File: src/design/distance_joint_force_defines.svh
// ---------------------------------------------------------------------------
// Assertion macros for the distance joint force block
// Concurrent checks that can be compiled out with NO_ASSERTIONS.
// ---------------------------------------------------------------------------
`ifndef DISTANCE_JOINT_FORCE_DEFINES_SVH
`define DISTANCE_JOINT_FORCE_DEFINES_SVH
`ifndef NO_ASSERTIONS
`define DJF_ASSERT(lbl, ck, rn, prop, msg) \
  lbl: assert property (@(posedge ck) disable iff (!rn) prop) else $error(msg);
`define DJF_NEVER(lbl, ck, rn, cond, msg) \
  lbl: assert property (@(posedge ck) disable iff (!rn) !(cond)) else $error(msg);
`else
`define DJF_ASSERT(lbl, ck, rn, prop, msg)
`define DJF_NEVER(lbl, ck, rn, cond, msg)
`endif
`endif

File: src/design/djf_pkg.sv
// ---------------------------------------------------------------------------
// Distance joint force package
// Shared widths, constants, register indexes, types and helper functions.
// ---------------------------------------------------------------------------
package djf_pkg;

  // Number of CORDIC iterations (8 to 24).
  localparam int CORDIC_STEPS = 16;

  // Rotator widths.
  localparam int ROT_IN_W   = 40;
  localparam int ROT_PROD_W = ROT_IN_W + 26;
  localparam int ROT_W      = ROT_PROD_W - 8;
  localparam int ROT_OUT_W  = ROT_W - 16;
  localparam int ZW         = 34;

  // Vectorer widths.
  localparam int VEC_IN_W = 34;
  localparam int VEC_W    = 48;
  localparam int LP_W     = 68;
  localparam int LEN_W    = LP_W - 28;

  // Force coefficient widths.
  localparam int DIFF_W = 42;
  localparam int PROD_W = 60;

  // Latency of one rotator or vectorer.
  localparam int L_CORDIC = CORDIC_STEPS + 2;

  localparam logic signed [ROT_PROD_W-1:0] GAIN_Q24 = ROT_PROD_W'(10188014);
  localparam logic [LP_W-1:0]              GAIN_Q20 = LP_W'(636751);

  // Register indexes on the configuration port.
  localparam logic [2:0] REG_REST   = 3'd0;
  localparam logic [2:0] REG_RIGID  = 3'd1;
  localparam logic [2:0] REG_GROOVE = 3'd2;
  localparam logic [2:0] REG_PRES   = 3'd3;
  localparam logic [2:0] REG_AAX    = 3'd4;
  localparam logic [2:0] REG_AAY    = 3'd5;
  localparam logic [2:0] REG_ABX    = 3'd6;
  localparam logic [2:0] REG_ABY    = 3'd7;

  typedef struct packed {
    logic [30:0]        rest;
    logic [16:0]        rigidity;
    logic               groove;
    logic [1:0]         presence;
    logic signed [31:0] anchor_a_x;
    logic signed [31:0] anchor_a_y;
    logic signed [31:0] anchor_b_x;
    logic signed [31:0] anchor_b_y;
  } cfg_t;

  // A classified input transaction.
  typedef struct packed {
    logic signed [31:0] pos_a_x;
    logic signed [31:0] pos_a_y;
    logic [15:0]        angle_a;
    logic signed [31:0] pos_b_x;
    logic signed [31:0] pos_b_y;
    logic [15:0]        angle_b;
    logic               has_a;
    logic               has_b;
    logic               mov_a;
    logic               mov_b;
    logic               ksh17;
    logic               apply;
  } item_t;

  // Side information carried beside the gap measurement and force rotation.
  typedef struct packed {
    logic signed [31:0] off_a_x;
    logic signed [31:0] off_a_y;
    logic signed [31:0] off_b_x;
    logic signed [31:0] off_b_y;
    logic               mov_a;
    logic               mov_b;
    logic               ksh17;
    logic               apply;
    logic               nz;
  } mid_t;

  // Arctangent table, 32-bit binary angles.
  function automatic logic [31:0] atan_val(input int i);
    logic [31:0] r;
    case (i)
      0:  r = 32'h20000000;
      1:  r = 32'h12E4051E;
      2:  r = 32'h09FB385B;
      3:  r = 32'h051111D4;
      4:  r = 32'h028B0D43;
      5:  r = 32'h0145D7E1;
      6:  r = 32'h00A2F61E;
      7:  r = 32'h00517C55;
      8:  r = 32'h0028BE53;
      9:  r = 32'h00145F2F;
      10: r = 32'h000A2F98;
      11: r = 32'h000517CC;
      12: r = 32'h00028BE6;
      13: r = 32'h000145F3;
      14: r = 32'h0000A2FA;
      15: r = 32'h0000517D;
      16: r = 32'h000028BE;
      17: r = 32'h0000145F;
      18: r = 32'h00000A30;
      19: r = 32'h00000518;
      20: r = 32'h0000028C;
      21: r = 32'h00000146;
      22: r = 32'h000000A3;
      23: r = 32'h00000051;
      default: r = 32'h0;
    endcase
    return r;
  endfunction

  // Saturate a rotator result to 32 bits.
  function automatic logic signed [31:0] sat32(input logic signed [ROT_OUT_W-1:0] v);
    logic signed [31:0] r;
    if (v > ROT_OUT_W'(64'sd2147483647)) begin
      r = 32'sh7FFFFFFF;
    end else if (v < -ROT_OUT_W'(64'sd2147483648)) begin
      r = 32'sh80000000;
    end else begin
      r = v[31:0];
    end
    return r;
  endfunction

endpackage

File: src/design/djf_queue.sv
// ---------------------------------------------------------------------------
// Transaction queue
// Two-entry queue between the front and back parts.
// ---------------------------------------------------------------------------
`include "distance_joint_force_defines.svh"
module djf_queue import djf_pkg::*; (
  input  logic  clk,
  input  logic  rst_n,
  input  logic  push,
  input  item_t item_in,
  output logic  full,
  input  logic  pop,
  output item_t item_out,
  output logic  empty
);

  item_t      mem_r [2];
  logic       wp_r, wp_nxt;
  logic       rp_r, rp_nxt;
  logic [1:0] cnt_r, cnt_nxt;

  // Pointer and fill count update.
  always_comb begin
    wp_nxt  = push ? ~wp_r : wp_r;
    rp_nxt  = pop ? ~rp_r : rp_r;
    cnt_nxt = cnt_r + 2'(push) - 2'(pop);
  end

  always_ff @(posedge clk) begin
    if (!rst_n) begin
      wp_r  <= 1'b0;
      rp_r  <= 1'b0;
      cnt_r <= 2'd0;
    end else begin
      wp_r  <= wp_nxt;
      rp_r  <= rp_nxt;
      cnt_r <= cnt_nxt;
    end
  end

  // Entry storage.
  always_ff @(posedge clk) begin
    if (push) begin
      mem_r[wp_r] <= item_in;
    end
  end

  assign item_out = mem_r[rp_r];
  assign full     = cnt_r == 2'd2;
  assign empty    = cnt_r == 2'd0;

  `DJF_NEVER(a_no_overflow, clk, rst_n, push && full, "push into a full queue")
  `DJF_NEVER(a_no_underflow, clk, rst_n, pop && empty, "pop from an empty queue")
  `DJF_ASSERT(a_drains, clk, rst_n, !empty |-> pop, "back part left a transaction waiting")
  `DJF_ASSERT(a_push_seen, clk, rst_n, push && !pop |=> !empty, "pushed transaction lost")

endmodule

File: config.mk
export PLATFORM = sky130hd
export DESIGN_NAME = djf_queue
export DESIGN_NICKNAME = d
export VERILOG_FILES = /design/src/design/djf_pkg.sv /design/src/design/djf_queue.sv
export VERILOG_INCLUDE_DIRS = /design/src /design/src/design
export SDC_FILE = /design/constraint.sdc
export NUM_CORES = 1
export LEC_CHECK = 0
export BUFFER_PORTS_ARGS = -buffer_cell sky130_fd_sc_hd__buf_2
export CAP_MARGIN = 0
export CORE_ASPECT_RATIO = 0.6
export CORE_MARGIN = 2
export CORE_UTILIZATION = 47
export CTS_CLUSTER_DIAMETER = 150
export CTS_CLUSTER_SIZE = 20
export DETAILED_ROUTE_END_ITERATION = 7
export HOLD_SLACK_MARGIN = 0.06
export PLACE_DENSITY = 0.75
export RECOVER_POWER = 100
export SYNTH_ARGS = -nofsm -noshare
export SYNTH_HDL_FRONTEND = slang
export SYNTH_SLANG_ARGS = --single-unit
File: constraint.sdc
create_clock -name clk -period 8.65 [get_ports clk]
set_input_delay 1.2975 -clock clk [delete_from_list [all_inputs] [get_ports clk]]
set_output_delay 1.2975 -clock clk [all_outputs]
set_load 0.02 [all_outputs]
# Word-level counts from Yosys, hierarchy flattened
# Memories as Yosys holds them, arrays and structs flattened. A register that Yosys moved wholly into a read port is not among the register bits.
# Index checks and enable logic that the tools add are counted.
# classes
eq_ne,1
muxes,4
reduce_logical,1
n_addsub,2
n_bitwise,2
# ops
cell,n
two-way mux 1 bit,4
adder 2 x 1 -> 2 bit,1
"== test 2 bit, second input constant",1
logical NOT 2 bit,1
inverter 1 bit,2
subtractor 2 x 1 -> 2 bit,1
# totals
reg_bits,4
output_inout_bits,168
ramBits,332
mem_count,1
in_bits,170
# memory_table
name,words,word_bits,rd,rd_clocked_by_memory_dff,wr,line_no,text
mem_r,2,166,1,1,1,djf_queue.sv:17,item_t mem_r [2];

# Longest topological paths before layout
# logic_depth
depth_word,3
mapped_depth,6
depth_no_buf,6

# Worst setup path after synthesis
# No wires, ideal clock.
# synth_timing
path_kind,input -> register
start,input push
end,"memory mem_r[0][0] (netlist bit), enable pin"
setup_ns,0.714
setup_slack_ns,-0.563
required_time_ns,7.936
arrival_ns,8.500
n_path_buf,0
path_stages,1
path_cell_list,nor2b_1
# synth_between
elab_chain_len,2
# synth_rtl
element,line_no,text
from (decl),djf_queue.sv:9,"input logic push,"
two-way mux 1 bit,djf_queue.sv:43,if (push) begin
two-way mux 1 bit (not written as such),djf_queue.sv:44,mem_r[wp_r] <= item_in;
to (decl),djf_queue.sv:17,
# No other way between the ends.

# Worst setup path after layout
# layout_timing
start,input push
end,"memory mem_r[0][42] (netlist bit), enable pin"
# The elaborated chain is that of the path after synthesis.

==> impl.org <==
** Status
- Run status :: finished with violations
- Violated checks :: max-capacitance violations, max-slew violations

** Synthesis
- Synth Area per Inst :: ~23 um^2
- Dominant combinational cell family by area after synthesis :: multiplexers
- In this run the cell area of the synthesized design comes to between 10000 and 15000 um^2.
- Summing the areas of all xor and xnor instances in the mapped netlist gives less than 1% of the synthesized area.
- Net count of the mapped netlist :: a little over 700
- Synth Register Bits :: 337
- Counting distinct cell types in the post-synthesis netlist gives 14.
- The synthesized netlist devotes 0.0613% of its cell area to compound gates.
- Of the total synthesized cell area, the portion taken by full adders, half adders and majority gates is less than 1%.
- Synth Instances :: approximately 540
- The portion of synthesized area spent on multiplexers is ~15%.
- For this run, the number of Yosys warnings is 0.
- Summing the areas of all and, or, nand and nor instances in the mapped netlist gives 0.439% of the synthesized area.
- After synthesis, flip-flops and latches occupy 82.2% of the total area.

** Timing
- Relative slew slack :: -154%
- Final worst path period share :: between 60% and 70%
- RSZ-0062 raised after global routing :: no
- In the final timing run, aggregate negative setup slack is 0 ps.
- For this run, the top clock speed supported by timing is between 0.15 and 0.2 GHz.
- The tightest hold path in the finished design has a slack of about 600 ps.
- Endpoints failing setup :: 0
- Worst-margin pin slew :: around 3800 ps
- In the post-route analysis, the smallest setup slack over all paths is roughly 2900 ps.
- The hold violation count in the final report was 0.
- On the final layout, the worst clock skew is between 9 and 10 ps.
- Max-slew violation total from the final report :: around 270
- After layout, the minimum clock period comes to 5750 ps.

** Worst setup path
- Type of the worst setup path :: primary input to register
- Of all nets on the critical path, the largest fanout is 52.
- Critical path data required time :: just under 9000 ps
- The worst setup path is captured at a register.
- Arrival @ worst endpoint :: just under 6000 ps
- Critical path launch point type :: primary input

** Placed design
- Total instance count after detailed placement :: between 1000 and 1500
- Routability cong. :: between 0.7 and 0.8
- Detailed Place HPWL :: roughly 16 mm
- Total placed instance area :: approximately 14000 um^2
- During placement, the flow inserted port buffers numbering 337.
- Worst slack after detailed placement :: between 5000 and 6000 ps

** Floorplan
- The initial utilization of the core area, before any placement, comes to approximately half.
- Core area :: 25400 um^2
- Floorplan row count :: 45
- Width of the die :: 212 um
- Die Y :: approximately 130 um
- Total Die Area :: 27400 um^2
- During I/O placement, the number of pins put on the boundary was between 300 and 400.

** Layout
- For this run, the number of standard cells in the final layout without fillers is 1254.
- Core Util, Final :: between 50 and 60%
- Syn-to-layout area delta :: 18.6%
- Number of nets in the layout :: between 1000 and 1500
- Fill cells in the final layout number a little over 2000.
- Of the cells placed in the final design, the portion with a size suffix greater than 1 is approximately a third.
- Summing all non-filler instances in the final layout gives an area of ~15000 um^2.

** CTS
- Deepest clock path buffer count :: 3
- CTS H-tree depth :: 1
- In this run, post-CTS hold repair placed 0 buffers.
- TritonCTS clock tree :: yes
- The tree built by TritonCTS fans out to ~340 sinks.
- Post-CTS timing repair inserted 0 buffers for setup.
- The later pin in the worst-skew pair is clocked with a latency of 520 ps.
- The number of gates resized after CTS was 0.
- The tree is rooted in a sky130_fd_sc_hd__clkbuf_16.
- After clock tree synthesis, the clock-pin slew on the worst setup and hold paths is ~80 ps.
- Inserted Clock Buffers :: 20

** Detailed routing
- Total vias in the final route :: 6101
- In the routed design, unresolved DRC markers number 0.
- In the routed layout, each cell is associated on average with a via count of about 4.9.
- In this run the remaining antenna-violating nets after routing total 0.
- The first routing iteration left roughly 440 violations.
- Aggregate routed wire length :: 23.7 mm
- The first detailed-routing pass took 5 iterations.
- Average wire per standard cell :: between 15 and 20 um

** Global route
- Global-route usage over all layers :: ~16%
- The initial antenna violation count is 8.
- The first global-routing pass estimated 33.9 mm of wire.
- Via count of the first global-routing pass :: 6077
- Overflow left after global routing :: 0
- Largest net degree at the start of global routing :: 68

** Power
- Power density relative to cell area :: around 220 nW/um^2
- Worst IR drop on VDD :: roughly 0.00015 V
- In this run the static leakage power is around 4.8 nW.
- Total power consumption of the routed design :: roughly 3.3 mW

** Min path
- Path class of the lowest-slack min-delay path :: register to register

** Flow run
- Count of max-cap constraint violations :: 5
## Yosys cell counts
cell / number / area (um^2)
sky130_fd_sc_hd__dfxtp_1: 5 / 100
sky130_fd_sc_hd__buf_4: 2 / 15.0
sky130_fd_sc_hd__o21a_1: 1 / 7.51
sky130_fd_sc_hd__buf_6: 14 / 158
sky130_fd_sc_hd__xor2_1: 1 / 8.76
sky130_fd_sc_hd__ha_1: 2 / 25.0
sky130_fd_sc_hd__xnor3_1: 1 / 22.5
sky130_fd_sc_hd__and2_1: 4 / 25.0
sky130_fd_sc_hd__edfxtp_1: 332 / 9970
sky130_fd_sc_hd__buf_2: 2 / 10.0
sky130_fd_sc_hd__inv_1: 2 / 7.51
sky130_fd_sc_hd__nor2b_1: 4 / 25.0
sky130_fd_sc_hd__mux2_2: 166 / 1870
sky130_fd_sc_hd__nor2_1: 1 / 3.75
## metal layers
layer / vias to the layer above / global-route usage [%] / share of wire [%]
li1: 2833 / - / -
met1: 2997 / 21.0 / 41
met2: 226 / 26.2 / 46
met3: 35 / 7.54 / 11
met4: 10 / 3.74 / 1.7
met5: - / 0 / 0.30
## power by group
group / switching [mW] / internal [mW]
Combinational: 0.252 / 0.144
Sequential: 0.0252 / 1.89
Clock: 0.491 / 0.457
Total: 0.768 / 2.49
## worst paths after layout
check | to | start | cells after the start | slack (ps)
worst min register to register | register | rp_r | 2 | 600
worst min-delay path | register | rp_r | 2 | 600
worst max register to register | mem_r[0][42] | wp_r | 3 | 3570
worst max-delay path | mem_r[0][42] | push | 4 | 2900
## cell usage in the layout, fill, tap and decap left out
cell type                   Yosys  final
sky130_fd_sc_hd__edfxtp_1     332    332
sky130_fd_sc_hd__and2_0         0      3
sky130_fd_sc_hd__o21a_1         1      1
sky130_fd_sc_hd__inv_1          2      2
sky130_fd_sc_hd__diode_2        0      3
sky130_fd_sc_hd__mux2_2       166    161
sky130_fd_sc_hd__nor2_1         1      1
sky130_fd_sc_hd__xor2_1         1      1
sky130_fd_sc_hd__xnor3_1        1      1
sky130_fd_sc_hd__ha_1           2      2
sky130_fd_sc_hd__dfxtp_1        5      5
sky130_fd_sc_hd__mux2_1         0      5
sky130_fd_sc_hd__buf_2          2    103
sky130_fd_sc_hd__clkinv_2       0      1
sky130_fd_sc_hd__clkbuf_1       0    251
sky130_fd_sc_hd__and2_1         4      1
sky130_fd_sc_hd__nor2b_1        4      4
sky130_fd_sc_hd__buf_4          2      4
sky130_fd_sc_hd__clkbuf_16      0     21
## kinds of logic after synthesis
group | Yosys count
compound gates | 1
simple gates | 9
buf+inv | 20
flops | 337
mux | 166
xor+xnor | 2
fa+ha+maj | 2
## cell type report
| cell class | instances | area (um^2) | share of cell area [%] |
|---|---|---|---|
| sequential | 337 | 10100 | 69.3 |
| multi-input combinational | 180 | 1990 | 13.7 |
| timing repair buffer | 344 | 1440 | 9.88 |
| clock buffer | 35 | 578 | 3.98 |
| tap | 352 | 440 | 3.03 |
| inverter | 2 | 7.51 | 0.0517 |
| antenna | 3 | 7.51 | 0.0517 |
| clock inverter | 1 | 5.00 | 0.0344 |
## critical path: stages
cell                       delay (ps)
sky130_fd_sc_hd__clkbuf_1         160
sky130_fd_sc_hd__nor2b_1          180
sky130_fd_sc_hd__clkbuf_1        2000
sky130_fd_sc_hd__clkbuf_1        2110
## flip-flops by register name, summed over array words and instances, names as in the netlist, named ones only
name / flops
mem_r: 332
cnt_r: 2
rp_r: 1
wp_r: 1
Note: power is estimated with default switching activity, not from simulation.
